**src/rtl/cst_pkg.sv**
```systemverilog
package cst_pkg;

    localparam int POS_BITS_DEF = 24;
    localparam int OUT_POS      = 24;
    localparam int KW_LEN       = 8;
    localparam int KW_COUNT     = 29;
    localparam int FIFO_DEPTH   = 8;
    localparam int FIFO_AW      = 3;
    localparam int FIFO_ROOM    = FIFO_DEPTH - 3;

    localparam logic [3:0] K_EOF     = 4'd0;
    localparam logic [3:0] K_INVALID = 4'd1;
    localparam logic [3:0] K_KEYWORD = 4'd2;
    localparam logic [3:0] K_NAME    = 4'd3;
    localparam logic [3:0] K_INT     = 4'd4;
    localparam logic [3:0] K_FLOAT   = 4'd5;
    localparam logic [3:0] K_CHAR    = 4'd6;
    localparam logic [3:0] K_STRING  = 4'd7;
    localparam logic [3:0] K_BOOL    = 4'd8;
    localparam logic [3:0] K_PUNCT   = 4'd9;
    localparam logic [3:0] K_OP      = 4'd10;
    localparam logic [3:0] K_VARARGS = 4'd11;

    localparam logic [3:0] CL_I   = 4'd0;
    localparam logic [3:0] CL_U   = 4'd1;
    localparam logic [3:0] CL_L   = 4'd2;
    localparam logic [3:0] CL_UL  = 4'd3;
    localparam logic [3:0] CL_LL  = 4'd4;
    localparam logic [3:0] CL_ULL = 4'd5;
    localparam logic [3:0] CL_F   = 4'd6;
    localparam logic [3:0] CL_DB  = 4'd7;
    localparam logic [3:0] CL_LDB = 4'd8;

    typedef enum logic [25:0] {
        M_IDLE     = 26'd1 << 0,
        M_NAME     = 26'd1 << 1,
        M_ZERO     = 26'd1 << 2,
        M_DEC      = 26'd1 << 3,
        M_OCT      = 26'd1 << 4,
        M_HEX0     = 26'd1 << 5,
        M_HEX      = 26'd1 << 6,
        M_DOT      = 26'd1 << 7,
        M_FRAC     = 26'd1 << 8,
        M_EXP0     = 26'd1 << 9,
        M_EXP      = 26'd1 << 10,
        M_SUF_U    = 26'd1 << 11,
        M_SUF_UL   = 26'd1 << 12,
        M_SUF_L    = 26'd1 << 13,
        M_SUF_FL   = 26'd1 << 14,
        M_TAIL     = 26'd1 << 15,
        M_BAD      = 26'd1 << 16,
        M_CH_OPEN  = 26'd1 << 17,
        M_CH_ESC   = 26'd1 << 18,
        M_CH_CLOSE = 26'd1 << 19,
        M_STR      = 26'd1 << 20,
        M_STR_ESC  = 26'd1 << 21,
        M_OP1      = 26'd1 << 22,
        M_OP2      = 26'd1 << 23,
        M_DOT1     = 26'd1 << 24,
        M_DOT2     = 26'd1 << 25
    } mode_t;

    typedef struct packed {
        logic [3:0]         kind;
        logic [7:0]         subcode;
        logic [31:0]        value;
        logic               overflow;
        logic [OUT_POS-1:0] start_pos;
        logic [OUT_POS-1:0] length;
    } res_t;

    // words right-aligned, first character in the highest used byte
    localparam logic [63:0] KW_WORDS [KW_COUNT] = '{
        "long", "int", "short", "char", "unsigned", "double", "float", "void",
        "do", "while", "continue", "break", "for", "switch", "case", "default",
        "if", "else", "goto", "return", "extern", "inline", "const", "static",
        "struct", "union", "enum", "typedef", "sizeof"
    };

    function automatic logic [5:0] kw_lookup(logic [63:0] w);
        logic [5:0] r;
        r = '0;
        for (int i = KW_COUNT - 1; i >= 0; i--)
        begin
            if (w == KW_WORDS[i])
            begin
                r = {1'b1, 5'(i)};
            end
        end
        return r;
    endfunction

    // key holds up to three operator bytes, unused ones zero
    function automatic logic [6:0] op_lookup(logic [23:0] key);
        logic [6:0] r;
        case (key)
            {"&&", 8'h00}: r = {1'b1, 6'd0};
            {"->", 8'h00}: r = {1'b1, 6'd1};
            {"&", 16'h0}:  r = {1'b1, 6'd2};
            {"|", 16'h0}:  r = {1'b1, 6'd3};
            {"^", 16'h0}:  r = {1'b1, 6'd4};
            {"/", 16'h0}:  r = {1'b1, 6'd5};
            {".", 16'h0}:  r = {1'b1, 6'd6};
            {"==", 8'h00}: r = {1'b1, 6'd7};
            {">=", 8'h00}: r = {1'b1, 6'd8};
            {">", 16'h0}:  r = {1'b1, 6'd9};
            {"*", 16'h0}:  r = {1'b1, 6'd10};
            {"!=", 8'h00}: r = {1'b1, 6'd11};
            {"!", 16'h0}:  r = {1'b1, 6'd12};
            {"||", 8'h00}: r = {1'b1, 6'd13};
            {"+", 16'h0}:  r = {1'b1, 6'd14};
            {"<=", 8'h00}: r = {1'b1, 6'd15};
            {"<<", 8'h00}: r = {1'b1, 6'd16};
            {">>", 8'h00}: r = {1'b1, 6'd17};
            {"<", 16'h0}:  r = {1'b1, 6'd18};
            {"-", 16'h0}:  r = {1'b1, 6'd19};
            {"=", 16'h0}:  r = {1'b1, 6'd20};
            {"%", 16'h0}:  r = {1'b1, 6'd21};
            {"?", 16'h0}:  r = {1'b1, 6'd22};
            {":", 16'h0}:  r = {1'b1, 6'd23};
            {"~", 16'h0}:  r = {1'b1, 6'd24};
            {"++", 8'h00}: r = {1'b1, 6'd25};
            {"--", 8'h00}: r = {1'b1, 6'd26};
            {"+=", 8'h00}: r = {1'b1, 6'd27};
            {"-=", 8'h00}: r = {1'b1, 6'd28};
            {"*=", 8'h00}: r = {1'b1, 6'd29};
            {"/=", 8'h00}: r = {1'b1, 6'd30};
            {"%=", 8'h00}: r = {1'b1, 6'd31};
            {"&=", 8'h00}: r = {1'b1, 6'd32};
            {"|=", 8'h00}: r = {1'b1, 6'd33};
            {"^=", 8'h00}: r = {1'b1, 6'd34};
            "<<=":         r = {1'b1, 6'd35};
            ">>=":         r = {1'b1, 6'd36};
            default:       r = '0;
        endcase
        return r;
    endfunction

    function automatic logic [8:0] escape_val(logic [7:0] c);
        logic [8:0] r;
        case (c)
            8'h5c:   r = {1'b1, 8'd92};
            8'h27:   r = {1'b1, 8'd39};
            8'h22:   r = {1'b1, 8'd34};
            "a":     r = {1'b1, 8'd7};
            "b":     r = {1'b1, 8'd8};
            "f":     r = {1'b1, 8'd12};
            "n":     r = {1'b1, 8'd10};
            "r":     r = {1'b1, 8'd13};
            "t":     r = {1'b1, 8'd9};
            "v":     r = {1'b1, 8'd11};
            "0":     r = {1'b1, 8'd0};
            default: r = '0;
        endcase
        return r;
    endfunction

    function automatic logic pair_ok(logic [7:0] a, logic [7:0] b);
        logic r;
        case (a)
            "&":     r = (b == "&") || (b == "=");
            "|":     r = (b == "|") || (b == "=");
            "+":     r = (b == "+") || (b == "=");
            "-":     r = (b == ">") || (b == "-") || (b == "=");
            ">":     r = (b == ">") || (b == "=");
            "<":     r = (b == "<") || (b == "=");
            default: r = (b == "=");
        endcase
        return r;
    endfunction

endpackage

```
**src/rtl/c_source_tokenizer.sv**
```systemverilog
// c source tokenizer, maximal munch
// input stream: one source byte per beat in s_tdata[7:0]; a beat with s_tlast
// high is the end of text (s_tdata ignored): the pending token is flushed, an
// eof token follows and all lexer state returns to reset, so the next byte
// starts a new text at offset 0
// output stream: one token per beat, kind in m_tuser, the rest in m_tdata
// a byte beat yields zero to three tokens, an end-of-text beat one to three;
// a token is finished by the byte after it, unless its own last byte closes it
// throughput: one beat per cycle while s_tready is high; each beat is lexed by
// the combinational state update logic and its tokens are written into an
// 8-entry result queue on the clock edge that takes the beat; the queue hands
// them out in order, one per cycle while m_tready is high
// s_tready drops while the queue has fewer than three free entries, so a
// stalled receiver backs up into the source once six entries are held
// reset: asynchronous, clears lexer state and empties the queue
module c_source_tokenizer #(
    parameter int POS_BITS = cst_pkg::POS_BITS_DEF
) (
    input  logic        clk,
    input  logic        rst_n,
    input  logic        s_tvalid,
    output logic        s_tready,
    input  logic [7:0]  s_tdata,   // ch
    input  logic        s_tlast,   // end_of_text
    output logic        m_tvalid,
    input  logic        m_tready,
    output logic [95:0] m_tdata,   // subcode, value, overflow, start_pos, length, zero pad
    output logic [3:0]  m_tuser    // kind
);

    localparam int CW = cst_pkg::FIFO_AW + 1;

    cst_pkg::mode_t        mode_reg, mode_next, mode_a;
    logic [POS_BITS-1:0]   pos_reg, pos_next;
    logic [POS_BITS-1:0]   start_reg, start_next;
    logic [POS_BITS-1:0]   len_reg, len_next, len_a, len_inc;
    logic [63:0]           word_reg, word_next, word_a;
    logic [31:0]           acc_reg, acc_next, acc_a;
    logic                  ovf_reg, ovf_next, ovf_a;
    logic [7:0]            held_reg, held_next;
    logic [3:0]            cls_reg, cls_next, cls_a;

    logic [7:0]  cc, low;
    logic        is_dig, is_alpha, is_alnum, is_oct, is_hex;
    logic [3:0]  dval;
    logic [35:0] scaled, acc_sum;
    logic [5:0]  kw;
    logic [8:0]  esc;
    logic        consumed, do_suffix, do_tail;
    logic        a0_v, a1_v, b_v;
    cst_pkg::res_t a0, a1, b;
    cst_pkg::res_t items [3];
    logic [1:0]  n_items;

    cst_pkg::res_t fifo_reg [cst_pkg::FIFO_DEPTH];
    logic [cst_pkg::FIFO_AW-1:0] wr_ptr_reg, rd_ptr_reg;
    logic [CW-1:0] count_reg;
    logic          accept, pop;

    function automatic cst_pkg::res_t mk(logic [3:0] k, logic [7:0] s, logic [31:0] v,
                                         logic o, logic [POS_BITS-1:0] st,
                                         logic [POS_BITS-1:0] ln);
        cst_pkg::res_t r;
        r.kind      = k;
        r.subcode   = s;
        r.value     = v;
        r.overflow  = o;
        r.start_pos = cst_pkg::OUT_POS'(st);
        r.length    = cst_pkg::OUT_POS'(ln);
        return r;
    endfunction

    function automatic cst_pkg::res_t mk_op(logic [23:0] key, logic [POS_BITS-1:0] st,
                                            logic [POS_BITS-1:0] ln);
        logic [6:0] op;
        op = cst_pkg::op_lookup(key);
        if (op[6])
        begin
            return mk(cst_pkg::K_OP, {2'b00, op[5:0]}, 32'd0, 1'b0, st, ln);
        end
        return mk(cst_pkg::K_INVALID, 8'd0, 32'd0, 1'b0, st, ln);
    endfunction

    assign accept   = s_tvalid && s_tready;
    assign pop      = m_tvalid && m_tready;
    assign s_tready = count_reg <= CW'(cst_pkg::FIFO_ROOM);

    // character classes of the current byte
    assign cc       = s_tlast ? 8'h00 : s_tdata;
    assign low      = (cc >= "A" && cc <= "Z") ? cc + 8'd32 : cc;
    assign is_dig   = cc >= "0" && cc <= "9";
    assign is_alpha = low >= "a" && low <= "z";
    assign is_alnum = is_dig || is_alpha;
    assign is_oct   = cc >= "0" && cc <= "7";
    assign is_hex   = is_dig || (low >= "a" && low <= "f");
    assign dval     = is_dig ? cc[3:0] : low[3:0] + 4'd9;
    assign len_inc  = (len_reg == '1) ? len_reg : len_reg + POS_BITS'(1);
    assign kw       = cst_pkg::kw_lookup(word_reg);
    assign esc      = cst_pkg::escape_val(cc);

    // shift-add accumulation by 8, 10 or 16
    always_comb
    begin
        if (mode_reg == cst_pkg::M_DEC)
        begin
            scaled = 36'({acc_reg, 3'b000}) + 36'({acc_reg, 1'b0});
        end
        else if (mode_reg == cst_pkg::M_HEX0 || mode_reg == cst_pkg::M_HEX)
        begin
            scaled = 36'({acc_reg, 4'b0000});
        end
        else
        begin
            scaled = 36'({acc_reg, 3'b000});
        end
        acc_sum = scaled + 36'(dval);
    end

    // finish or extend the pending token
    always_comb
    begin
        mode_a    = mode_reg;
        len_a     = len_reg;
        acc_a     = acc_reg;
        ovf_a     = ovf_reg;
        cls_a     = cls_reg;
        word_a    = word_reg;
        consumed  = 1'b1;
        do_suffix = 1'b0;
        do_tail   = 1'b0;
        a0_v      = 1'b0;
        a1_v      = 1'b0;
        a0        = '0;
        a1        = '0;
        unique case (mode_reg)
            cst_pkg::M_IDLE:
            begin
                consumed = 1'b0;
            end
            cst_pkg::M_NAME:
            begin
                if (is_alnum || cc == "_")
                begin
                    if (len_reg < POS_BITS'(cst_pkg::KW_LEN))
                    begin
                        word_a = {word_reg[55:0], cc};
                    end
                    len_a  = len_inc;
                end
                else
                begin
                    a0_v     = 1'b1;
                    mode_a   = cst_pkg::M_IDLE;
                    consumed = 1'b0;
                    if (len_reg <= POS_BITS'(cst_pkg::KW_LEN) && word_reg == 64'("true"))
                    begin
                        a0 = mk(cst_pkg::K_BOOL, 8'd0, 32'd1, 1'b0, start_reg, len_reg);
                    end
                    else if (len_reg <= POS_BITS'(cst_pkg::KW_LEN)
                             && word_reg == 64'("false"))
                    begin
                        a0 = mk(cst_pkg::K_BOOL, 8'd0, 32'd0, 1'b0, start_reg, len_reg);
                    end
                    else if (len_reg <= POS_BITS'(cst_pkg::KW_LEN) && kw[5])
                    begin
                        a0 = mk(cst_pkg::K_KEYWORD, {3'b000, kw[4:0]}, 32'd0, 1'b0,
                                start_reg, len_reg);
                    end
                    else
                    begin
                        a0 = mk(cst_pkg::K_NAME, 8'd0, 32'd0, 1'b0, start_reg, len_reg);
                    end
                end
            end
            cst_pkg::M_ZERO, cst_pkg::M_DEC, cst_pkg::M_OCT:
            begin
                if (mode_reg == cst_pkg::M_ZERO && low == "x")
                begin
                    len_a  = len_inc;
                    mode_a = cst_pkg::M_HEX0;
                end
                else if ((mode_reg == cst_pkg::M_DEC) ? is_dig : is_oct)
                begin
                    acc_a  = acc_sum[31:0];
                    ovf_a  = ovf_reg || (acc_sum[35:32] != 4'd0);
                    len_a  = len_inc;
                    mode_a = (mode_reg == cst_pkg::M_DEC) ? cst_pkg::M_DEC : cst_pkg::M_OCT;
                end
                else if (mode_reg != cst_pkg::M_OCT && cc == ".")
                begin
                    cls_a  = cst_pkg::CL_DB;
                    len_a  = len_inc;
                    mode_a = cst_pkg::M_DOT;
                end
                else if (mode_reg != cst_pkg::M_OCT && cc == "e")
                begin
                    cls_a  = cst_pkg::CL_DB;
                    len_a  = len_inc;
                    mode_a = cst_pkg::M_EXP0;
                end
                else
                begin
                    do_suffix = 1'b1;
                end
            end
            cst_pkg::M_HEX0, cst_pkg::M_HEX:
            begin
                if (is_hex)
                begin
                    acc_a  = acc_sum[31:0];
                    ovf_a  = ovf_reg || (acc_sum[35:32] != 4'd0);
                    len_a  = len_inc;
                    mode_a = cst_pkg::M_HEX;
                end
                else if (mode_reg == cst_pkg::M_HEX0)
                begin
                    a0_v     = 1'b1;
                    a0       = mk(cst_pkg::K_INVALID, 8'd0, 32'd0, 1'b0, start_reg, len_reg);
                    mode_a   = cst_pkg::M_IDLE;
                    consumed = 1'b0;
                end
                else
                begin
                    do_suffix = 1'b1;
                end
            end
            cst_pkg::M_DOT, cst_pkg::M_EXP0, cst_pkg::M_BAD:
            begin
                if (mode_reg == cst_pkg::M_BAD ? is_alnum : is_dig)
                begin
                    len_a = len_inc;
                    unique case (mode_reg)
                        cst_pkg::M_DOT:  mode_a = cst_pkg::M_FRAC;
                        cst_pkg::M_EXP0: mode_a = cst_pkg::M_EXP;
                        default:         mode_a = cst_pkg::M_BAD;
                    endcase
                end
                else
                begin
                    a0_v     = 1'b1;
                    a0       = mk(cst_pkg::K_INVALID, 8'd0, 32'd0, 1'b0, start_reg, len_reg);
                    mode_a   = cst_pkg::M_IDLE;
                    consumed = 1'b0;
                end
            end
            cst_pkg::M_FRAC, cst_pkg::M_EXP:
            begin
                if (is_dig)
                begin
                    len_a = len_inc;
                end
                else if (mode_reg == cst_pkg::M_FRAC && cc == "e")
                begin
                    len_a  = len_inc;
                    mode_a = cst_pkg::M_EXP0;
                end
                else
                begin
                    do_suffix = 1'b1;
                end
            end
            cst_pkg::M_SUF_U, cst_pkg::M_SUF_UL, cst_pkg::M_SUF_L:
            begin
                if (low == "l")
                begin
                    len_a = len_inc;
                    unique case (mode_reg)
                        cst_pkg::M_SUF_U:
                        begin
                            cls_a  = cst_pkg::CL_UL;
                            mode_a = cst_pkg::M_SUF_UL;
                        end
                        cst_pkg::M_SUF_UL:
                        begin
                            cls_a  = cst_pkg::CL_ULL;
                            mode_a = cst_pkg::M_TAIL;
                        end
                        default:
                        begin
                            cls_a  = cst_pkg::CL_LL;
                            mode_a = cst_pkg::M_TAIL;
                        end
                    endcase
                end
                else
                begin
                    do_tail = 1'b1;
                end
            end
            cst_pkg::M_SUF_FL:
            begin
                if (low == "d")
                begin
                    cls_a  = cst_pkg::CL_LDB;
                    len_a  = len_inc;
                    mode_a = cst_pkg::M_TAIL;
                end
                else if (is_alnum)
                begin
                    len_a  = len_inc;
                    mode_a = cst_pkg::M_BAD;
                end
                else
                begin
                    a0_v     = 1'b1;
                    a0       = mk(cst_pkg::K_INVALID, 8'd0, 32'd0, 1'b0, start_reg, len_reg);
                    mode_a   = cst_pkg::M_IDLE;
                    consumed = 1'b0;
                end
            end
            cst_pkg::M_TAIL:
            begin
                do_tail = 1'b1;
            end
            cst_pkg::M_CH_OPEN, cst_pkg::M_CH_ESC, cst_pkg::M_STR, cst_pkg::M_STR_ESC:
            begin
                if (s_tlast)
                begin
                    a0_v     = 1'b1;
                    a0       = mk(cst_pkg::K_INVALID, 8'd0, 32'd0, 1'b0, start_reg, len_reg);
                    mode_a   = cst_pkg::M_IDLE;
                    consumed = 1'b0;
                end
                else
                begin
                    len_a = len_inc;
                    unique case (mode_reg)
                        cst_pkg::M_CH_OPEN:
                        begin
                            if (cc == 8'h5c)
                            begin
                                mode_a = cst_pkg::M_CH_ESC;
                            end
                            else
                            begin
                                acc_a  = 32'(cc);
                                mode_a = cst_pkg::M_CH_CLOSE;
                            end
                        end
                        cst_pkg::M_CH_ESC:
                        begin
                            mode_a = cst_pkg::M_CH_CLOSE;
                            acc_a  = 32'(esc[7:0]);
                            if (!esc[8])
                            begin
                                a0_v   = 1'b1;
                                a0     = mk(cst_pkg::K_INVALID, 8'd0, 32'd0, 1'b0,
                                            start_reg, len_inc);
                                mode_a = cst_pkg::M_IDLE;
                            end
                        end
                        cst_pkg::M_STR:
                        begin
                            if (cc == 8'h22)
                            begin
                                a0_v   = 1'b1;
                                a0     = mk(cst_pkg::K_STRING, 8'd0, 32'd0, 1'b0,
                                            start_reg, len_inc);
                                mode_a = cst_pkg::M_IDLE;
                            end
                            else
                            begin
                                mode_a = (cc == 8'h5c) ? cst_pkg::M_STR_ESC : cst_pkg::M_STR;
                            end
                        end
                        default:
                        begin
                            mode_a = cst_pkg::M_STR;
                            if (!esc[8])
                            begin
                                a0_v   = 1'b1;
                                a0     = mk(cst_pkg::K_INVALID, 8'd0, 32'd0, 1'b0,
                                            start_reg, len_inc);
                                mode_a = cst_pkg::M_IDLE;
                            end
                        end
                    endcase
                end
            end
            cst_pkg::M_CH_CLOSE:
            begin
                a0_v   = 1'b1;
                mode_a = cst_pkg::M_IDLE;
                if (cc == 8'h27 && !s_tlast)
                begin
                    len_a = len_inc;
                    a0    = mk(cst_pkg::K_CHAR, 8'd0, acc_reg, 1'b0, start_reg, len_inc);
                end
                else
                begin
                    a0       = mk(cst_pkg::K_INVALID, 8'd0, 32'd0, 1'b0, start_reg, len_reg);
                    consumed = 1'b0;
                end
            end
            cst_pkg::M_OP1:
            begin
                if (cst_pkg::pair_ok(held_reg, cc))
                begin
                    len_a = len_inc;
                    if ((held_reg == "<" || held_reg == ">") && cc == held_reg)
                    begin
                        mode_a = cst_pkg::M_OP2;
                    end
                    else
                    begin
                        a0_v   = 1'b1;
                        a0     = mk_op({held_reg, cc, 8'h00}, start_reg, POS_BITS'(2));
                        mode_a = cst_pkg::M_IDLE;
                    end
                end
                else
                begin
                    a0_v     = 1'b1;
                    a0       = mk_op({held_reg, 16'h0000}, start_reg, POS_BITS'(1));
                    mode_a   = cst_pkg::M_IDLE;
                    consumed = 1'b0;
                end
            end
            cst_pkg::M_OP2:
            begin
                a0_v   = 1'b1;
                mode_a = cst_pkg::M_IDLE;
                if (cc == "=")
                begin
                    len_a = len_inc;
                    a0    = mk_op({held_reg, held_reg, "="}, start_reg, POS_BITS'(3));
                end
                else
                begin
                    a0       = mk_op({held_reg, held_reg, 8'h00}, start_reg, POS_BITS'(2));
                    consumed = 1'b0;
                end
            end
            cst_pkg::M_DOT1:
            begin
                if (cc == ".")
                begin
                    len_a  = len_inc;
                    mode_a = cst_pkg::M_DOT2;
                end
                else
                begin
                    a0_v     = 1'b1;
                    a0       = mk_op({".", 16'h0000}, start_reg, POS_BITS'(1));
                    mode_a   = cst_pkg::M_IDLE;
                    consumed = 1'b0;
                end
            end
            cst_pkg::M_DOT2:
            begin
                a0_v   = 1'b1;
                mode_a = cst_pkg::M_IDLE;
                if (cc == ".")
                begin
                    len_a = len_inc;
                    a0    = mk(cst_pkg::K_VARARGS, 8'd0, 32'd0, 1'b0, start_reg, len_inc);
                end
                else
                begin
                    // two dots that are not varargs split into two operators
                    a1_v     = 1'b1;
                    a0       = mk_op({".", 16'h0000}, start_reg, POS_BITS'(1));
                    a1       = mk_op({".", 16'h0000}, start_reg + POS_BITS'(1),
                                     POS_BITS'(1));
                    consumed = 1'b0;
                end
            end
            default:
            begin
                mode_a   = cst_pkg::M_IDLE;
                consumed = 1'b0;
            end
        endcase

        if (do_suffix)
        begin
            if (cls_reg == cst_pkg::CL_DB)
            begin
                if (low == "f")
                begin
                    cls_a  = cst_pkg::CL_F;
                    len_a  = len_inc;
                    mode_a = cst_pkg::M_TAIL;
                end
                else if (low == "l")
                begin
                    len_a  = len_inc;
                    mode_a = cst_pkg::M_SUF_FL;
                end
                else
                begin
                    do_tail = 1'b1;
                end
            end
            else if (low == "u")
            begin
                cls_a  = cst_pkg::CL_U;
                len_a  = len_inc;
                mode_a = cst_pkg::M_SUF_U;
            end
            else if (low == "l")
            begin
                cls_a  = cst_pkg::CL_L;
                len_a  = len_inc;
                mode_a = cst_pkg::M_SUF_L;
            end
            else
            begin
                do_tail = 1'b1;
            end
        end

        if (do_tail)
        begin
            if (is_alnum)
            begin
                len_a  = len_inc;
                mode_a = cst_pkg::M_BAD;
            end
            else
            begin
                a0_v     = 1'b1;
                mode_a   = cst_pkg::M_IDLE;
                consumed = 1'b0;
                if (cls_reg >= cst_pkg::CL_F)
                begin
                    a0 = mk(cst_pkg::K_FLOAT, {4'b0000, cls_reg}, 32'd0, 1'b0,
                            start_reg, len_reg);
                end
                else
                begin
                    a0 = mk(cst_pkg::K_INT, {4'b0000, cls_reg}, acc_reg, ovf_reg,
                            start_reg, len_reg);
                end
            end
        end
    end

    // start a new token on an unconsumed byte, or close the text
    always_comb
    begin
        mode_next  = mode_a;
        len_next   = len_a;
        acc_next   = acc_a;
        ovf_next   = ovf_a;
        cls_next   = cls_a;
        word_next  = word_a;
        start_next = start_reg;
        held_next  = held_reg;
        pos_next   = pos_reg + POS_BITS'(1);
        b_v        = 1'b0;
        b          = '0;
        if (s_tlast)
        begin
            b_v        = 1'b1;
            b          = mk(cst_pkg::K_EOF, 8'd0, 32'd0, 1'b0, pos_reg, '0);
            mode_next  = cst_pkg::M_IDLE;
            len_next   = '0;
            acc_next   = '0;
            ovf_next   = 1'b0;
            cls_next   = cst_pkg::CL_I;
            word_next  = '0;
            start_next = '0;
            held_next  = '0;
            pos_next   = '0;
        end
        else if (!consumed)
        begin
            start_next = pos_reg;
            len_next   = POS_BITS'(1);
            acc_next   = '0;
            ovf_next   = 1'b0;
            cls_next   = cst_pkg::CL_I;
            if (cc == " " || (cc >= 8'd9 && cc <= 8'd13))
            begin
                mode_next = cst_pkg::M_IDLE;
            end
            else if (is_dig)
            begin
                acc_next  = 32'(cc[3:0]);
                mode_next = (cc == "0") ? cst_pkg::M_ZERO : cst_pkg::M_DEC;
            end
            else if (is_alpha || cc == "_")
            begin
                word_next = {56'd0, cc};
                mode_next = cst_pkg::M_NAME;
            end
            else if (cc == 8'h27)
            begin
                mode_next = cst_pkg::M_CH_OPEN;
            end
            else if (cc == 8'h22)
            begin
                mode_next = cst_pkg::M_STR;
            end
            else if (cc == "(" || cc == ")" || cc == "{" || cc == "}" || cc == "["
                     || cc == "]" || cc == ";" || cc == ",")
            begin
                b_v = 1'b1;
                b   = mk(cst_pkg::K_PUNCT, cc, 32'd0, 1'b0, pos_reg, POS_BITS'(1));
            end
            else if (cc == "?" || cc == ":" || cc == "~")
            begin
                b_v = 1'b1;
                b   = mk_op({cc, 16'h0000}, pos_reg, POS_BITS'(1));
            end
            else if (cc == ".")
            begin
                mode_next = cst_pkg::M_DOT1;
            end
            else if (cc == "&" || cc == "|" || cc == "+" || cc == "-" || cc == "="
                     || cc == ">" || cc == "<" || cc == "!" || cc == "^" || cc == "%"
                     || cc == "/" || cc == "*")
            begin
                held_next = cc;
                mode_next = cst_pkg::M_OP1;
            end
            else
            begin
                b_v = 1'b1;
                b   = mk(cst_pkg::K_INVALID, 8'd0, 32'd0, 1'b0, pos_reg, POS_BITS'(1));
            end
        end
    end

    // pack results of this beat in order
    always_comb
    begin
        items[0] = a0;
        items[1] = a1;
        items[2] = b;
        n_items  = 2'd0;
        if (a0_v)
        begin
            n_items = a1_v ? 2'd2 : 2'd1;
        end
        if (b_v)
        begin
            items[n_items] = b;
            n_items        = n_items + 2'd1;
        end
    end

    always_ff @(posedge clk or negedge rst_n)
    begin
        if (!rst_n)
        begin
            mode_reg  <= cst_pkg::M_IDLE;
            pos_reg   <= '0;
            start_reg <= '0;
            len_reg   <= '0;
            word_reg  <= '0;
            acc_reg   <= '0;
            ovf_reg   <= 1'b0;
            held_reg  <= '0;
            cls_reg   <= cst_pkg::CL_I;
        end
        else if (accept)
        begin
            mode_reg  <= mode_next;
            pos_reg   <= pos_next;
            start_reg <= start_next;
            len_reg   <= len_next;
            word_reg  <= word_next;
            acc_reg   <= acc_next;
            ovf_reg   <= ovf_next;
            held_reg  <= held_next;
            cls_reg   <= cls_next;
        end
    end

    always_ff @(posedge clk or negedge rst_n)
    begin
        if (!rst_n)
        begin
            wr_ptr_reg <= '0;
            rd_ptr_reg <= '0;
            count_reg  <= '0;
        end
        else
        begin
            if (accept)
            begin
                wr_ptr_reg <= wr_ptr_reg + cst_pkg::FIFO_AW'(n_items);
            end
            if (pop)
            begin
                rd_ptr_reg <= rd_ptr_reg + cst_pkg::FIFO_AW'(1);
            end
            count_reg <= count_reg + (accept ? CW'(n_items) : CW'(0)) - CW'(pop);
        end
    end

    always_ff @(posedge clk)
    begin
        if (accept)
        begin
            for (int i = 0; i < 3; i++)
            begin
                if (i < int'(n_items))
                begin
                    fifo_reg[wr_ptr_reg + cst_pkg::FIFO_AW'(i)] <= items[i];
                end
            end
        end
    end

    assign m_tvalid = count_reg != '0;
    assign m_tuser  = fifo_reg[rd_ptr_reg].kind;
    assign m_tdata  = {7'd0, fifo_reg[rd_ptr_reg].length, fifo_reg[rd_ptr_reg].start_pos,
                       fifo_reg[rd_ptr_reg].overflow, fifo_reg[rd_ptr_reg].value,
                       fifo_reg[rd_ptr_reg].subcode};

    a_queue_bound: assert property (@(posedge clk) disable iff (!rst_n)
        count_reg <= CW'(cst_pkg::FIFO_DEPTH))
        else $error("result queue over capacity");

    a_eof_delivered: assert property (@(posedge clk) disable iff (!rst_n)
        accept && s_tlast |=> count_reg != '0)
        else $error("end of text produced no token");

    a_eof_resets: assert property (@(posedge clk) disable iff (!rst_n)
        accept && s_tlast |=> mode_reg == cst_pkg::M_IDLE && pos_reg == '0)
        else $error("lexer state not cleared after end of text");

    a_pos_advance: assert property (@(posedge clk) disable iff (!rst_n)
        accept && !s_tlast |=> pos_reg == $past(pos_reg) + POS_BITS'(1))
        else $error("byte position did not advance");

endmodule
```
**config.mk**
```make
export PLATFORM = sky130hd
export DESIGN_NAME = c_source_tokenizer
export DESIGN_NICKNAME = d
export VERILOG_FILES = /design/src/rtl/cst_pkg.sv /design/src/rtl/c_source_tokenizer.sv
export SDC_FILE = /design/constraint.sdc
export NUM_CORES = 2
export LEC_CHECK = 0
export ABC_AREA = 1
export BUFFER_PORTS_ARGS = -buffer_cell sky130_fd_sc_hd__buf_2
export CORE_ASPECT_RATIO = 1.4
export CORE_MARGIN = 2
export CORE_UTILIZATION = 50
export CTS_BUF_LIST = sky130_fd_sc_hd__clkbuf_16
export DETAILED_ROUTE_END_ITERATION = 16
export PLACE_DENSITY = 0.68
export SKIP_CTS_REPAIR_TIMING = 1
export SLEW_MARGIN = 20
export SYNTH_ARGS = -nofsm -noshare
export SYNTH_HDL_FRONTEND = slang
export SYNTH_SLANG_ARGS = --single-unit
```
**constraint.sdc**
```tcl
create_clock -name clk -period 10.7 [get_ports clk]
set_input_delay 1.07 -clock clk [delete_from_list [all_inputs] [get_ports clk]]
set_output_delay 1.07 -clock clk [all_outputs]
set_load 0.02 [all_outputs]
```
After elaboration in Yosys (flattened, before gate mapping):

Memories as Yosys holds them, arrays and structs flattened.
Cells that the tools add are included.

* memories kept: 1
* logic and storage cells: 669
* RAM bits: 744
* bits of input ports: 13
* bits in registers: 217
* output and inout port bits: 102

* equality and inequality tests: 206
* add/subtract/negate cells: 14
* reduce and logical (&&, ||, !) cells: 71
* order comparisons: 19
* bitwise operators: 1
* mux-type cells: 345

Memory list
* fifo_reg: depth 8, bits a word 93, read ports 1, clocked after memory_dff 0, wr ports 3, line c_source_tokenizer.sv:55 `cst_pkg::res_t fifo_reg [cst_pkg::FIFO_DEPTH];`

Operators with widths (number)
* $mux W93: 38
* $pmux W93 S10: 1
* $eq A16 B14 Y1 const B: 58
* $mux W90: 10
* $mux W26: 31
* $mux W24: 30
* $eq A64 B31 Y1 const B: 8
* $eq A64 B47 Y1 const B: 8
* $mux W64: 8
* $pmux W7 S35: 2
* $eq A64 B39 Y1 const B: 7
* $pmux W24 S12: 1
* $pmux W26 S11: 1
* $bwmux W279: 1
* $mux W279: 1
* $mux W92: 3
* $eq A8 B6 Y1 const B: 34
* $pmux W7 S16: 2
* $eq A8 B7 Y1 const B: 25
* $eq A16 B15 Y1 const B: 12
* $mux W32: 6
* $demux W93 S2: 1
* $pmux W92 S2: 1
* $mux W6: 29
* 103 further kinds: 338

Longest topological paths before layout:

* depth in word-level cells: 40
* mapped depth: 36
* depth with buffers taken out: 33

Least setup slack after synthesis:

OpenSTA, ideal clock, no wires.

* path type: input to register
* start point: input port s_tlast
* end point: memory fifo_reg[3][0] in the netlist's numbering (enable)
* required time: 9.583 ns
* path buffers: 4
* path slack: 2.612 ns
* setup time: 1.117 ns
* stages on the path: 32
* data arrival time: 6.971 ns
* cell sequence: buf_6 nor2_1 inv_1 ha_1 inv_1 nor2_1 nand3_1 nor2_1 nor2_2 nand3_2 nand2_2 nor2_1 nand3_1 nand2_1 nand2_2 nand3_1 nand2_1 nand2_2 nand2_4 nand2_2 buf_6 nand2_4 nand2_4 ha_1 inv_1 nand3_1 buf_4 nand3_4 inv_4 nand3_4 clkbuf_1 nand3_1

RTL lines
* start, declared: line c_source_tokenizer.sv:24 `input logic s_tlast,`
* end, declared: line c_source_tokenizer.sv:55

==> impl_metrics.csv <==
group,metric,value,unit
sta,finalSetupViolations,0,
routing,drc,0,
global_routing,grt_max_degree,160,
critical_path,crit_slowest_cell,"nand2_2",
power,intPower,8080,uW
global_routing,grtUsageTotal,38.0,%
global_routing,antenna_found_initial,4,
synth,synth_cells,8572,
placement,gp_congestion,1.02,
critical_path,path_delay_family,"simple AND/OR/NAND/NOR gates",
critical_path,setup.worst_path.start_class,"primary input",
power,leakagePower,0.0292,uW
routing,final_antenna_net_count,0,
synth,syn-cell-area,0.0632,sq mm
synth,synthArstFlopShare,22.6,%
critical_path,r2r_slack,2.71,ns
critical_path,critPathMaxFanout,37,
cells_and_area,largest_reg_flops,744,
placement,dp_cells,9957,
critical_path,crit_top_cell,"nand2_2",
sta,finalHoldViolations,0,
synth,synth_top_flop_cell,"edfxtp_1",
floorplanning,ios,115,
power,netSwitchingFraction,46.0,%
power,ir_drop,0.198,mV
critical_path,crit_type,"primary input to register",
floorplanning,dieArea,0.129,sq mm
synth,synth_xor_area_share,0.735,%
sta,fin_tns_setup,0,ns
sta,fmax,115,MHz
placement,placed_area,0.0647,sq mm
power,p_sw,6890,uW
synth,synth_enable_flop_cells,744,
power,power.share.clock,23.2,%
clock_tree,clockBufferDepth,3,
sta,fin_crit_sh,81.0,%
cells_and_area,antenna_cells,0,
clock_tree,clock_latency,0.77,ns
synth,synthDistinctLibCells,74,
floorplanning,initial_core_util,50.3,%
placement,io_buffers,107,
routing,wl_per_cell,25.0,um
placement,hpwl,172,mm
cells_and_area,fin_nets,8492,
worst_hold_path,hold_class,"primary input to async pin",
routing,drt-total-wl,253,mm
synth,synth_seq_cells,961,
clock_tree,cts_tree,"done",
synth,synth_top_family_by_area,"simple AND/OR/NAND/NOR gates",
clock_tree,path_clk_slew,0.06,ns
power,power_density,221,mW/mm^2
clock_tree,cts_buffers,96,
critical_path,worstPathArrival,9.14,ns
clock_tree,clockRootBuffer,"clkbuf_16",
cells_and_area,finalNonFillerCells,10100,
global_routing,grt_first_pass_wirelength,375,mm
synth,synthMuxAreaShare,0,%
clock_tree,clock_sinks,961,
job,cap_violations,0,
critical_path,path_buf_inv,8,
cells_and_area,mostFrequentLayoutCell,"nand2_1",
power,combPwrFrac,43.7,%
routing,drt_pre_antenna_iters,10,
sta,worstMarginPinSlew,1.26,ns
sta,slew_viol_final,0,
synth,seq_area_frac_synth,44.0,%
floorplanning,core_region_area,0.126,sq mm
synth,synth_fa_ha_area_share,1.24,%
sta,skew,0.0406,ns
global_routing,grt_pass1_vias,59900,
critical_path,crit_required,11.18,ns
cells_and_area,stdcell_area,0.0679,sq mm
sta,rsz0062_at_grt,"no",
critical_path,critPathMaxStageDelay,1.00,ns
synth,synth_compound_area_share,12.3,%
synth,syn_avg_cell_area,7.37,sq um
global_routing,grt-ovfl-total,0,
floorplanning,die_h,425,um
sta,max_slew_margin,15.7,%
routing,routed_via_density,6.26,
clock_tree,cts.htree.levels,3,
cells_and_area,area_delta_synth_final,7.44,%
cells_and_area,drive_gt1_share,6.53,%
floorplanning,num_rows,154,
run_status,outcome,"finished, final reports clean",
cells_and_area,layout_common_cells,"nand2_1 (1,858), nor2_1 (1,647), nand3_1 (888), edfxtp_1 (744), o21ai_0 (717)",
synth,yosys_warnings,0,
critical_path,worstSetupEndpointType,"register",
routing,drtIter0Drc,8433,
routing,via_count,63500,
floorplanning,die_x,304,um
power,seqPwrFrac,33.1,%
synth,synth_simple_gate_area_share,34.0,%
sta,fin_crit,8.66,ns
==> synth_stat cells (5+ instances only) <==
| cell | count | area, sq um |
|---|---|---|
| a31oi_1 | 115 | 719 |
| nor3_1 | 169 | 846 |
| nand3b_1 | 19 | 143 |
| buf_2 | 85 | 425 |
| inv_2 | 27 | 101 |
| nor2_4 | 13 | 146 |
| nor3_2 | 5 | 50.1 |
| ha_1 | 56 | 701 |
| nand3_4 | 9 | 158 |
| o221ai_1 | 14 | 123 |
| a41oi_1 | 6 | 52.6 |
| nand4_2 | 11 | 138 |
| o31ai_1 | 9 | 67.6 |
| nor3b_1 | 8 | 60.1 |
| o21bai_1 | 10 | 75.1 |
| a211oi_1 | 9 | 67.6 |
| xnor2_1 | 7 | 61.3 |
| o22ai_1 | 127 | 795 |
| o21ai_0 | 717 | 3590 |
| xor2_1 | 46 | 403 |
| inv_1 | 622 | 2330 |
| nand2_2 | 29 | 181 |
| o211ai_1 | 42 | 315 |
| nand2_4 | 10 | 113 |
| nand3_2 | 11 | 110 |
| a221oi_1 | 5 | 43.8 |
| buf_4 | 32 | 240 |
| edfxtp_1 | 744 | 22300 |
| a22oi_1 | 14 | 105 |
| o21ai_1 | 23 | 115 |
| nand4_1 | 175 | 1090 |
| buf_6 | 40 | 450 |
| nor2_2 | 22 | 138 |
| nand3_1 | 897 | 4490 |
| nand2_1 | 1859 | 6980 |
| or2_2 | 17 | 106 |
| buf_1 | 23 | 86.3 |
| clkinv_1 | 15 | 56.3 |
| a21oi_1 | 179 | 896 |
| o2111ai_1 | 60 | 526 |
| o21a_1 | 10 | 75.1 |
| dfrtp_1 | 216 | 5410 |
| nor4_1 | 62 | 388 |
| nor2_1 | 1648 | 6190 |
| clkbuf_1 | 304 | 1140 |
==> power by group through the flow <==
stage	clock network, uW	logic (uW)	registers, uW
after floorplan	0	4200	4890
after global placement	0	6340	5010
after detailed placement	0	6390	5020
after CTS	3500	6410	4940
after global routing	3620	6990	4990
final	3480	6540	4950
==> worst reg2reg max path, delay by kind of cell, from the launching register on <==
kind	cells	cell delay, ns
simple gates	18	5.67
buf+inv	7	1.34
flops	1	0.41
fa+ha+maj	1	0.30
==> worst paths after layout <==
path	from	end	cells after the start
max reg2reg	mode_reg[25]$_DFFE_PN0P_	fifo_reg[2][78]$_SDFFCE_PP0P_	26
min reg2reg	held_reg[7]$_DFFE_PN0P_	held_reg[7]$_DFFE_PN0P_	2
min in group clk	held_reg[7]$_DFFE_PN0P_	held_reg[7]$_DFFE_PN0P_	2
max in group asynchronous	rst_n	held_reg[6]$_DFFE_PN0P_	2
max	s_tlast	fifo_reg[2][78]$_SDFFCE_PP0P_	32
min	rst_n	mode_reg[13]$_DFFE_PN0P_	1
==> per-stage QoR <==
step                      setup slack, ns  hold WS (ns)  util [%]  power, uW
after CTS                            2.26         0.267      54.0      14900
after detailed placement             1.46         0.482      51.5      11400
final                                2.04         0.281      54.0      15000
after floorplan                      2.61         0.453         -       9090
after global routing                 1.67         0.305      54.0      15600
after global placement               1.63         0.473      51.5      11400
==> cells by family (layout without fill, tap and decap cells) <==
kind of cell,count (synthesis),in the layout
AOI/OAI and AO/OA,1366,1366
DFF,961,961
buffers and inverters,1151,1063
adders and majority gates,60,60
other,1,15
xor gates and xnor gates,53,53
and+or+nand+nor,4980,4980
==> final cells by class <==
class / count / area [sq um]
clock inverter: 80 / 723
sequential: 961 / 27800
multi-input combinational: 6474 / 30800
fill: 12100 / 57700
clock buffer: 97 / 2430
tap: 1638 / 2050
timing repair buffer: 219 / 1570
inverter: 667 / 2530
==> per-layer routing <==
metal / routed length [um] / global-route usage, % / vias up
li1: - / - / 28800
met1: 97500 / 49.1 / 30100
met2: 116000 / 61.3 / 3763
met3: 24900 / 6.57 / 762
met4: 14200 / 20.0 / 6
met5: 41 / 0 / -
(Power assumes the default switching activity.)
